<file path="src/rtl/fism_pkg.sv">
`timescale 1ns / 1ps
// Shared types and codes for the frequent-items summary merge block.
// No dependencies.
package fism_pkg;

    localparam logic [1:0] STATUS_OK       = 2'd0;
    localparam logic [1:0] STATUS_ORDER    = 2'd1;
    localparam logic [1:0] STATUS_OVERFLOW = 2'd2;

    typedef struct packed {
        logic [31:0] item_key;
        logic [31:0] item_count;
        logic        last_of_batch;
    } fism_in_t;

    typedef struct packed {
        logic [31:0] entry_key;
        logic [31:0] entry_count;
        logic [5:0]  table_size;
        logic [1:0]  status;
        logic        last_entry;
    } fism_out_t;

    // per-cycle control broadcast to every cell of the chain
    typedef struct packed {
        logic shift;       // take neighbor's entry
        logic clr_rank;    // entry arriving fresh: rank counter starts at zero
        logic rank_en;     // count broadcast entries whose count is above this entry's
        logic bcast_valid;
    } fism_cell_ctrl_t;

    typedef enum logic [8:0] {
        S_LOAD  = 9'b000000001,
        S_ERR   = 9'b000000010,
        S_MRD   = 9'b000000100,
        S_MCMP  = 9'b000001000,
        S_RANK  = 9'b000010000,
        S_MIN   = 9'b000100000,
        S_PRUNE = 9'b001000000,
        S_ERD   = 9'b010000000,
        S_EPUT  = 9'b100000000
    } fism_state_t;

endpackage

</file>
<file path="src/rtl/fism_cell.sv">
`timescale 1ns / 1ps
// One cell of the merge chain: holds one (key, count) entry and its rank.
// Depends on fism_pkg.
module fism_cell
    import fism_pkg::*;
#(
    parameter int KEY_BITS   = 32,
    parameter int COUNT_BITS = 32,
    parameter int RANK_BITS  = 7
) (
    input  logic                  aclk,
    input  logic                  aresetn,
    input  fism_cell_ctrl_t       ctrl,
    input  logic [COUNT_BITS-1:0] bcast_count,
    input  logic                  prev_valid,
    input  logic [KEY_BITS-1:0]   prev_key,
    input  logic [COUNT_BITS-1:0] prev_count,
    input  logic [RANK_BITS-1:0]  prev_rank,
    output logic                  valid,
    output logic [KEY_BITS-1:0]   key,
    output logic [COUNT_BITS-1:0] count,
    output logic [RANK_BITS-1:0]  rank
);

    logic                  valid_reg;
    logic [KEY_BITS-1:0]   key_reg;
    logic [COUNT_BITS-1:0] count_reg;
    logic [RANK_BITS-1:0]  rank_reg;
    logic [RANK_BITS-1:0]  rank_next;
    logic                  above;

    // rank counts the entries whose count is above this one
    assign above = ctrl.rank_en && ctrl.bcast_valid && prev_valid && (bcast_count > prev_count);

    always_comb begin
        if (ctrl.clr_rank) begin
            rank_next = '0;
        end else begin
            rank_next = prev_rank + RANK_BITS'(above);
        end
    end

    always_ff @(posedge aclk) begin
        if (!aresetn) begin
            valid_reg <= 1'b0;
        end else if (ctrl.shift) begin
            valid_reg <= prev_valid;
        end
    end

    always_ff @(posedge aclk) begin
        if (ctrl.shift) begin
            key_reg   <= prev_key;
            count_reg <= prev_count;
            rank_reg  <= rank_next;
        end
    end

    assign valid = valid_reg;
    assign key   = key_reg;
    assign count = count_reg;
    assign rank  = rank_reg;

endmodule

</file>
<file path="config.mk">
export PLATFORM = sky130hd
export DESIGN_NAME = fism_cell
export DESIGN_NICKNAME = d
export VERILOG_FILES = /design/src/rtl/fism_pkg.sv /design/src/rtl/fism_cell.sv
export SDC_FILE = /design/constraint.sdc
export NUM_CORES = 1
export LEC_CHECK = 0
export ABC_AREA = 1
export BUFFER_PORTS_ARGS = -buffer_cell sky130_fd_sc_hd__buf_2
export CAP_MARGIN = 25
export CORE_ASPECT_RATIO = 2
export CORE_MARGIN = 5
export CORE_UTILIZATION = 40
export DETAILED_ROUTE_END_ITERATION = 8
export HOLD_SLACK_MARGIN = 0.15
export PLACE_DENSITY = 0.88
export SYNTH_ARGS = -nofsm -noshare
export SYNTH_HDL_FRONTEND = slang
export SYNTH_SLANG_ARGS = --single-unit
</file>
<file path="constraint.sdc">
create_clock -name aclk -period 2.2 [get_ports aclk]
set_clock_uncertainty 0.2 [all_clocks]
set_input_delay 0.33 -clock aclk [delete_from_list [all_inputs] [get_ports aclk]]
set_output_delay 0.33 -clock aclk [all_outputs]
set_load 0.1 [all_outputs]
</file>
==> results.toml, run 1 <==
[logic_synthesis]
avgSynthCellArea_um2 = 13.1
ys_types = 23
yosys_register_bits = 72
synth_nets = 388
netlist_area_um2 = 3200
synth_warnings = 0
netlist_instances = 244
ys_seq_area_share_pct = 67.3

[run_status]
violations = "negative setup slack"
status = "finished, violations left"

[detailed_routing]
first_pass_iters = 4
drc = 0
routed_via_density = 4.75
wl_um = 10400
postRouteAntennaNets = 0
drt_iter0_drc = 115
vias = 2902
wire_per_inst_um = 17.0

[setup_path]
cp_data_arrival_time_ns = 2.13
start_kind = "input port"
cpPeakStageDelay_ns = 0.22
r2r_slack_ns = 0.80
worst_ep_required_time_ns = 2.08
worstSetupPathType = "in -> reg"
cp-end-kind = "register"
r2r_end = "valid$_SDFFE_PN0P_"
path_cells = "buf_2 -> inv_1 -> ha_2 -> inv_1 -> nand2_2 -> nand2_2 -> nand2_2 -> nand2_1 -> nand2_1 -> nand2_1 -> nand2_2 -> nand2_2 -> nand2_2 -> a21oi_2 -> ha_2 -> ha_4 -> nand2_4 -> nor2_4 -> nand4_1 -> nand2_1 -> nor2_1"
r2r-start = "valid$_SDFFE_PN0P_"
r2r_cells = 3
cp_max_fo = 4
path_common_cell = "nand2_2"
cp_slowest_cell = "ha_2"

[power_and_ir_drop]
p_int_mw = 2.99
combPwrFrac_pct = 31.1
power-per-cell-area_nw_per_um2 = 797
ir_drop_mv = 0.467
swShare_pct = 35.3
clockPowerShare_pct = 33.1
cellLeakagePower_nw = 2.61
seq_power_share_pct = 35.8
p_sw_mw = 1.63

[timing]
worst_pin_slew_ns = 0.516
rsz0062_at_grt = "true"
fin_crit_sh_pct = 102
hold_viol = 0
setup_slack_ns = -0.0511
slew_violations = 0
finalCriticalPeriod_ns = 2.25
slew_headroom_pct = 65.8
setup_viol = 3
fmax_mhz = 444

[global_routing]
grt_overflow = 0
grt_max_degree = 74
antenna_found_initial = 0
grtUsageTotal_pct = 19.4
grt_pass1_vias = 3128
grt_pass1_wl_um = 14400

[floorplanning]
core_um2 = 7890
die_area_um2 = 9990
start_util_pct = 40.6
ioPinCount = 182
die-width_um = 73.2
dieHeight_um = 136
num_rows = 46

[place]
routabilityCongestion = 0.703
dp_cells = 527
place_ws_ns = -0.385
dp.final_hpwl_um = 6880
portBuffers = 181

[min_path]
hold_path_class = "in -> reg"
min_path_cells = 3
min_from = "prev_rank[6]"
hold_end = "rank[6]$_SDFFCE_PP0P_"

[finish]
nFillCells = 506
drive_gt1_share_pct = 56.5
layout.nets = 654
post-route-util_pct = 73.6
areaGrowthSynthToFinish_pct = 81.5
antenna_cells = 0
fin_cells = 611

[clock_network]
path_clk_slew_ns = 0.05
cts-root-buf = "clkbuf_16"
clockBufferDepth = 2
cts_max_level = 3
clkSinkCount = 72
insertion_delay_ns = 0.32
cts_tree = "done"
cts-buffers-inserted = 9

[run]
maxCapViolCount = 0
[how the worst max path moves through the flow]
stage	from	to	slack [ns]	cells past startpoint
after global routing	bcast_count[0]	rank[6]$_SDFFCE_PP0P_	-0.18	21
final	bcast_count[0]	rank[6]$_SDFFCE_PP0P_	-0.05	21
after detailed placement	prev_count[15]	rank[5]$_SDFFCE_PP0P_	-0.38	16
after CTS	prev_count[14]	rank[5]$_SDFFCE_PP0P_	-0.004	16
after global placement	prev_count[15]	rank[6]$_SDFFCE_PP0P_	-0.28	18
after floorplan	prev_count[31]	rank[6]$_SDFFCE_PP0P_	-0.01	15
[cell usage in the layout (no fill, tap or decap), types with 3 or more instances in the layout]
| cell type | Yosys | layout |
|---|---|---|
| ha_1 | 34 | 7 |
| o21a_1 | 3 | 3 |
| nand2_1 | 37 | 17 |
| buf_2 | 0 | 170 |
| nand2_2 | 3 | 17 |
| nor2_4 | 2 | 7 |
| inv_4 | 0 | 3 |
| nor2_2 | 3 | 5 |
| nand2_4 | 0 | 6 |
| nor2_1 | 12 | 5 |
| dlygate4sd3_1 | 0 | 66 |
| buf_4 | 0 | 9 |
| ha_4 | 0 | 25 |
| inv_1 | 43 | 24 |
| inv_2 | 1 | 18 |
| clkbuf_16 | 0 | 9 |
| a21oi_2 | 1 | 3 |
| buf_6 | 0 | 8 |
| edfxtp_1 | 71 | 71 |
| a21oi_1 | 18 | 16 |
| nand4_1 | 3 | 3 |
[synthesized netlist by cell type]
cell | instances | share of area [%]
nand4_1 | 3 | 0.59
ha_1 | 34 | 13
a21oi_2 | 1 | 0.27
o21ai_0 | 3 | 0.47
o21a_1 | 3 | 0.70
dfxtp_1 | 1 | 0.63
nand4_2 | 1 | 0.39
edfxtp_1 | 71 | 67
nor2_1 | 12 | 1.4
nor3_1 | 1 | 0.16
a31oi_1 | 1 | 0.20
and3_1 | 1 | 0.20
nor2_2 | 3 | 0.59
nand2_2 | 3 | 0.59
inv_2 | 1 | 0.12
a21o_1 | 1 | 0.23
nor2_4 | 2 | 0.70
nand2_1 | 37 | 4.3
inv_1 | 43 | 5.0
nand3_1 | 2 | 0.31
o21ai_1 | 1 | 0.16
a21oi_1 | 18 | 2.8
clkinv_1 | 1 | 0.12
[cell type report]
cell class                 count  area (um2)  share of cell area (%)
sequential                    72        2150                    37.1
timing repair buffer         255        1700                    29.4
multi-input combinational    127        1340                    23.1
clock buffer                  11         233                    4.01
inverter                      45         176                    3.04
tap                           96         120                    2.07
clock inverter                 5        81.3                    1.40
[through the flow]
step	hold slack (ns)	instance area, um2	setup TNS, ns	power (mW)
floorplan	0.223	3460	-0.0119	2.64
global placement	0.307	4540	-1.20	2.90
detailed placement	0.309	4540	-1.56	2.94
CTS	0.151	5540	-0.00393	4.56
global route	0.161	5810	-0.484	4.78
finish	0.162	5810	-0.0689	4.62
[critical path: cells and delay by family]
kind            cells  cell delay, ns
buf+inv             3            0.20
fa+ha+maj           3            0.55
compound gates      1            0.12
simple gates       14            0.89
[power by group through the flow]
stage	registers [mW]	logic [mW]	clock network, mW
2_1_floorplan	2.46	0.174	0
3_3_place_gp	1.68	1.23	0
3_5_place_dp	1.68	1.26	0
4_1_cts	1.65	1.36	1.55
5_1_grt	1.66	1.50	1.61
6_report	1.66	1.44	1.53
[layer usage]
| metal | GRT usage, % | part of all wire, % | vias to the layer above |
|---|---|---|---|
| met2 | 36.7 | 58 | 152 |
| met3 | 4.59 | 8.1 | 33 |
| met1 | 17.4 | 30 | 1340 |
| met5 | 0 | 0 | - |
| met4 | 12.0 | 4.5 | 0 |
| li1 | - | - | 1377 |
[logic make-up after synthesis]
group / synth area share, %
AO/OA/AOI/OAI: 4.85
adder cells (fa/ha/maj): 13.3
buffers and inverters: 5.28
flip-flops: 67.3
AND/OR/NAND/NOR: 9.27
[what timing repair did]
item	in CTS	in global routing
resized for setup	5	60
endpoints found under the hold margin	65	0
gates cloned	0	0
setup buffers	0	2
pin swaps	0	19
hold buffers	66	0
setup endpoints to repair	2	4
Power figures use the tool's default switching activity.
==> run 2, diff against run 1 <==
--- a/config.mk
+++ b/config.mk
@@ -10,10 +10,10 @@
 export CAP_MARGIN = 25
 export CORE_ASPECT_RATIO = 2
 export CORE_MARGIN = 5
-export CORE_UTILIZATION = 40
+export CORE_UTILIZATION = 45
 export DETAILED_ROUTE_END_ITERATION = 8
 export HOLD_SLACK_MARGIN = 0.15
-export PLACE_DENSITY = 0.88
+export PLACE_DENSITY = 0.93
 export SYNTH_ARGS = -nofsm -noshare
 export SYNTH_HDL_FRONTEND = slang
 export SYNTH_SLANG_ARGS = --single-unit
==> constraint.sdc (replaced) <==
create_clock -name aclk -period 2.9 [get_ports aclk]
set_clock_uncertainty 0.2 [all_clocks]
set_input_delay 0.435 -clock aclk [delete_from_list [all_inputs] [get_ports aclk]]
set_output_delay 0.435 -clock aclk [all_outputs]
set_load 0.1 [all_outputs]
==> run 2 against run 1 <==
  * The flow now finishes without violations
  * Combinational power fell by 32%
  * Die area decreased by 10%
  * Setup slack improved by 0.48 ns
  * Sequential power decreased by 24%
  * Clock power is 27% lower
  * Worst hold slack better by 0.010 ns
  * Wire length shrank 7.3%
  * Flip-flop and latch count did not move
  * Via count down 3.3%
  * Total power shrank 27%
==> results.toml, run 2 (synthesized netlist as in run 1, its figures left out) <==
[floorplanning]
core_um2 = 6940
ioPinCount = 182
num_rows = 43
start_util_pct = 46.1
die_area_um2 = 9000
dieHeight_um = 129
die-width_um = 69.6

[setup_path]
cp_data_arrival_time_ns = 2.35
cp.buffers_inverters = 2
cp_max_fo = 4
path_common_cell = "nand2_1"
cpPeakStageDelay_ns = 0.29
worstSetupPathType = "in -> reg"
worst_ep_required_time_ns = 2.77
r2r_slack_ns = 2.01
start_kind = "input port"
critPathTopFamily = "simple AND/OR/NAND/NOR gates"
cp-end-kind = "register"
path_cells = "buf_2 -> inv_1 -> ha_1 -> nand2_1 -> o21ai_0 -> a21oi_1 -> nand2_1 -> nand2_1 -> a21oi_2 -> ha_2 -> ha_4 -> nand2_2 -> nor2_4 -> nand4_1 -> nand2_1 -> nor2_1"
cp_slowest_cell = "ha_1"

[power_and_ir_drop]
swShare_pct = 34.7
power-per-cell-area_nw_per_um2 = 643
combPwrFrac_pct = 29.1
total_power_mw = 3.35
seq_power_share_pct = 37.5
clockPowerShare_pct = 33.4
p_sw_mw = 1.16
cellLeakagePower_nw = 2.52
ir_drop_mv = 0.434
p_int_mw = 2.19

[finish]
nFillCells = 435
stdcell_area_um2 = 5210
ff_latch_area_um2 = 2150
layout.nets = 644
final_cell_mix = "180 x buf_2, 71 x edfxtp_1, 63 x dlygate4sd3_1"
areaGrowthSynthToFinish_pct = 63.0
drive_gt1_share_pct = 41.6
multi_input_area_um2 = 908
fin_cells = 596
final_common_cell = "buf_2"

[place]
placed_area_um2 = 4240
portBuffers = 181
dp_cells = 516
dp.final_hpwl_um = 6590
routabilityCongestion = 0.796

[timing]
worst_pin_slew_ns = 0.721
finalCriticalPeriod_ns = 2.47
fin_crit_sh_pct = 85.3
fmax_mhz = 404
setup_viol = 0
slew_headroom_pct = 51.9
slew_violations = 0
hold_viol = 0
rsz0062_at_grt = "false"

[clock_network]
clkSinkCount = 72
cts-buffers-inserted = 9
cts_tree = "done"
path_clk_slew_ns = 0.05
insertion_delay_ns = 0.32
cts-root-buf = "clkbuf_16"
clockBufferDepth = 2
cts_max_level = 3
post-cts-setup-buffer-count = 0

[detailed_routing]
postRouteAntennaNets = 0
first_pass_iters = 4
vias = 2806
wl_um = 9640
routed_via_density = 4.71
wire_per_inst_um = 16.2
drt_iter0_drc = 153
drc = 0

[global_routing]
grtUsageTotal_pct = 21.7
grt_pass1_vias = 3142
antenna_found_initial = 1
grt_overflow = 0
grt_pass1_wl_um = 14900
grt_max_degree = 45

[min_path]
hold_path_class = "in -> reg"

[run_status]
status = "finished clean"

[run]
maxCapViolCount = 0
[run 2: changes by cell type in the layout (fill, tap and decap cells not counted), moves of 10 or more]
cell	previous run	this run
nand2_2	17	4
ha_4	25	1
inv_1	24	43
ha_1	7	32
nand2_1	17	36
buf_2	170	180
inv_2	18	1
[run 2: layout make-up]
type                            count  share of cell area (%)
Timing Repair Buffer              245                    30.0
Antenna cell                        3                   0.144
Tap cell                           90                    2.16
Multi-Input combinational cell    127                    17.4
Sequential cell                    72                    41.3
Clock inverter                      4                    1.37
Clock buffer                       10                    4.39
Inverter                           45                    3.24
[run 2: worst paths after layout]
kind | to | cells past startpoint | start
max | rank[6]$_SDFFCE_PP0P_ | 16 | prev_count[15]
min | valid$_SDFFE_PN0P_ | 3 | aresetn
max reg2reg | valid$_SDFFE_PN0P_ | 2 | valid$_SDFFE_PN0P_
min reg2reg | valid$_SDFFE_PN0P_ | 2 | valid$_SDFFE_PN0P_
[run 2: per-layer routing]
metal | part of all wire [%] | track usage, % | vias up
li1 | - | - | 1355
met1 | 30 | 18.6 | 1271
met2 | 57 | 41.6 | 145
met3 | 8.1 | 7.84 | 35
met4 | 4.8 | 13.0 | 0
met5 | 0 | 0 | -
[run 2: what timing repair did]
action / in CTS / in global routing
hold endpoints to repair: 64 / 0
gates resized for setup: 0 / 8
hold buffers: 64 / 0
endpoints found under the setup margin: 0 / 2
[run 2: worst reg2reg max path, stage by stage (launching register included)]
cell	delay (ns)
dfxtp_1	0.31
o21ai_0	0.16
a21oi_1	0.07
[run 2: power groups by stage]
stage | combinational, mW | clock (mW) | sequential, mW
global placement | 0.885 | 0 | 1.27
global route | 1.02 | 1.19 | 1.27
CTS | 0.970 | 1.15 | 1.26
detailed placement | 0.901 | 0 | 1.28
floorplan | 0.101 | 0 | 1.87
finish | 0.975 | 1.12 | 1.26
[run 2: per-stage QoR]
step,utilization (%),worst slack (ns),hold slack [ns],setup TNS [ns]
floorplan,-,0.448,0.328,0
global placement,61.0,0.174,0.320,0
detailed placement,61.0,-0.0232,0.349,-0.0232
CTS,74.6,0.0378,0.150,0
global route,75.0,0.214,0.180,0
finish,75.1,0.425,0.172,0
==> run 3, diff against run 2 <==
--- a/config.mk
+++ b/config.mk
@@ -10,10 +10,11 @@
 export CAP_MARGIN = 25
 export CORE_ASPECT_RATIO = 2
 export CORE_MARGIN = 5
-export CORE_UTILIZATION = 45
+export CORE_UTILIZATION = 47
 export DETAILED_ROUTE_END_ITERATION = 8
 export HOLD_SLACK_MARGIN = 0.15
-export PLACE_DENSITY = 0.93
+export PLACE_DENSITY = 0.95
+export REMOVE_ABC_BUFFERS = 1
 export SYNTH_ARGS = -nofsm -noshare
 export SYNTH_HDL_FRONTEND = slang
 export SYNTH_SLANG_ARGS = --single-unit
==> run 3 against run 2 <==
  * Cell area decreased by 0.96%
  * Largest power group unchanged
  * Flip-flop and latch count is the same
  * Largest cell class unchanged
  * First-iteration DRC count is 21% higher
  * Clock power down 6%
  * Core utilization is 2.9 points higher
  * Wire length fell by 0.57%
  * Register-to-register slack better by 0.03 ns
  * Sequential share of layout area grew 0.40 points
  * Combinational power is essentially flat
==> results.toml, run 3 (synthesized netlist as in run 1, its figures left out) <==
[setup_path]
cp_slowest_cell = "ha_1"
cp_max_fo = 4
start_kind = "input port"
cpPeakStageDelay_ns = 0.28
worstSetupPathType = "in -> reg"
cp.buffers_inverters = 2
worst_ep_required_time_ns = 2.76
cp_data_arrival_time_ns = 2.45
cp-end-kind = "register"
path_common_cell = "nand2_1"
path_cells = "buf_2 -> inv_1 -> ha_1 -> nand2_1 -> nor2_2 -> nand4_1 -> nor2_1 -> nand2_1 -> nand4_1 -> a21oi_2 -> ha_1 -> ha_1 -> nand2_1 -> nor2_1 -> nand4_1 -> nand2_1 -> nor2_1"
r2r_slack_ns = 2.04
critPathTopFamily = "simple AND/OR/NAND/NOR gates"

[place]
portBuffers = 181
dp.final_hpwl_um = 6710
dp_cells = 514
placed_area_um2 = 4230
routabilityCongestion = 0.807

[global_routing]
grt_pass1_vias = 3077
grt_pass1_wl_um = 14000
grt_max_degree = 74
grtUsageTotal_pct = 22.3
grt_overflow = 0
antenna_found_initial = 0

[power_and_ir_drop]
cellLeakagePower_nw = 2.52
total_power_mw = 3.28
ir_drop_mv = 0.433
power-per-cell-area_nw_per_um2 = 635

[clock_network]
insertion_delay_ns = 0.31
cts_tree = "done"
path_clk_slew_ns = 0.05
post-cts-setup-buffer-count = 0
cts-root-buf = "clkbuf_16"
cts-buffers-inserted = 9
cts_max_level = 3
clockBufferDepth = 2
post_cts_resized = 0
clkSinkCount = 72

[finish]
layout.nets = 645
stdcell_area_um2 = 5160
areaGrowthSynthToFinish_pct = 61.5
fin_cells = 594
drive_gt1_share_pct = 40.9
final_common_cell = "buf_2"
antenna_cells = 0
final_cell_mix = "181 x buf_2, 71 x edfxtp_1, 64 x dlygate4sd3_1"

[timing]
worst_hold_slack_ns = 0.168
finalCriticalPeriod_ns = 2.59
worst_pin_slew_ns = 0.515
fin_crit_sh_pct = 89.3
slew_violations = 0
hold_viol = 0
fmax_mhz = 386
slew_headroom_pct = 65.9
setup_viol = 0
rsz0062_at_grt = "false"

[floorplanning]
die_area_um2 = 8650
num_rows = 42
core_um2 = 6620
die-width_um = 68.3
start_util_pct = 48.3
dieHeight_um = 127
ioPinCount = 182

[detailed_routing]
postRouteAntennaNets = 0
wire_per_inst_um = 16.1
wl_um = 9590
first_pass_iters = 4
routed_via_density = 4.78
vias = 2838
drc = 0
drt_iter0_drc = 185

[run_status]
status = "finished clean"

[run]
maxCapViolCount = 0

[min_path]
hold_path_class = "in -> reg"
==> run 3: cell type report <==
class | count | area [um2]
Multi-Input combinational cell | 127 | 877
Clock buffer | 10 | 229
Timing Repair Buffer | 246 | 1570
Sequential cell | 72 | 2150
Clock inverter | 6 | 60.1
Tap cell | 88 | 110
Fill cell | 423 | 1460
Inverter | 45 | 169
==> run 3: worst min-delay path, stage by stage <==
cell     delay [ns]
buf_2          0.11
inv_1          0.05
a21oi_1        0.05
==> run 3: report_power, final <==
group,switching (mW),leakage (nW),internal [mW]
logic,0.759,1.68,0.215
registers,0.0225,0.702,1.24
clock network,0.388,0.140,0.661
==> run 3: stage by stage <==
stage | TNS (ns) | setup slack, ns | utilization (%)
floorplan | 0 | 0.448 | -
global placement | 0 | 0.170 | 63.9
detailed placement | -0.0316 | -0.0213 | 63.9
CTS | 0 | 0.319 | 78.0
global route | 0 | 0.0516 | 78.0
finish | 0 | 0.312 | 78.0
==> run 3: metal layers <==
metal	vias up	track usage (%)	share of wire [%]
li1	1358	-	-
met1	1342	18.9	30
met2	116	44.4	60
met3	22	4.87	6.6
met4	0	10.7	3.4
met5	-	0	0
==> run 3: worst paths after layout <==
kind,depth (start not counted),from,endpoint
max reg2reg,2,valid$_SDFFE_PN0P_,valid$_SDFFE_PN0P_
min,3,prev_valid,valid$_SDFFE_PN0P_
min reg2reg,2,valid$_SDFFE_PN0P_,valid$_SDFFE_PN0P_
max,17,prev_count[6],rank[6]$_SDFFCE_PP0P_
==> run 3: repair_timing <==
action	in CTS	in global routing
hold buffers	64	0
setup endpoints to repair	0	0
endpoints found under the hold margin	64	0
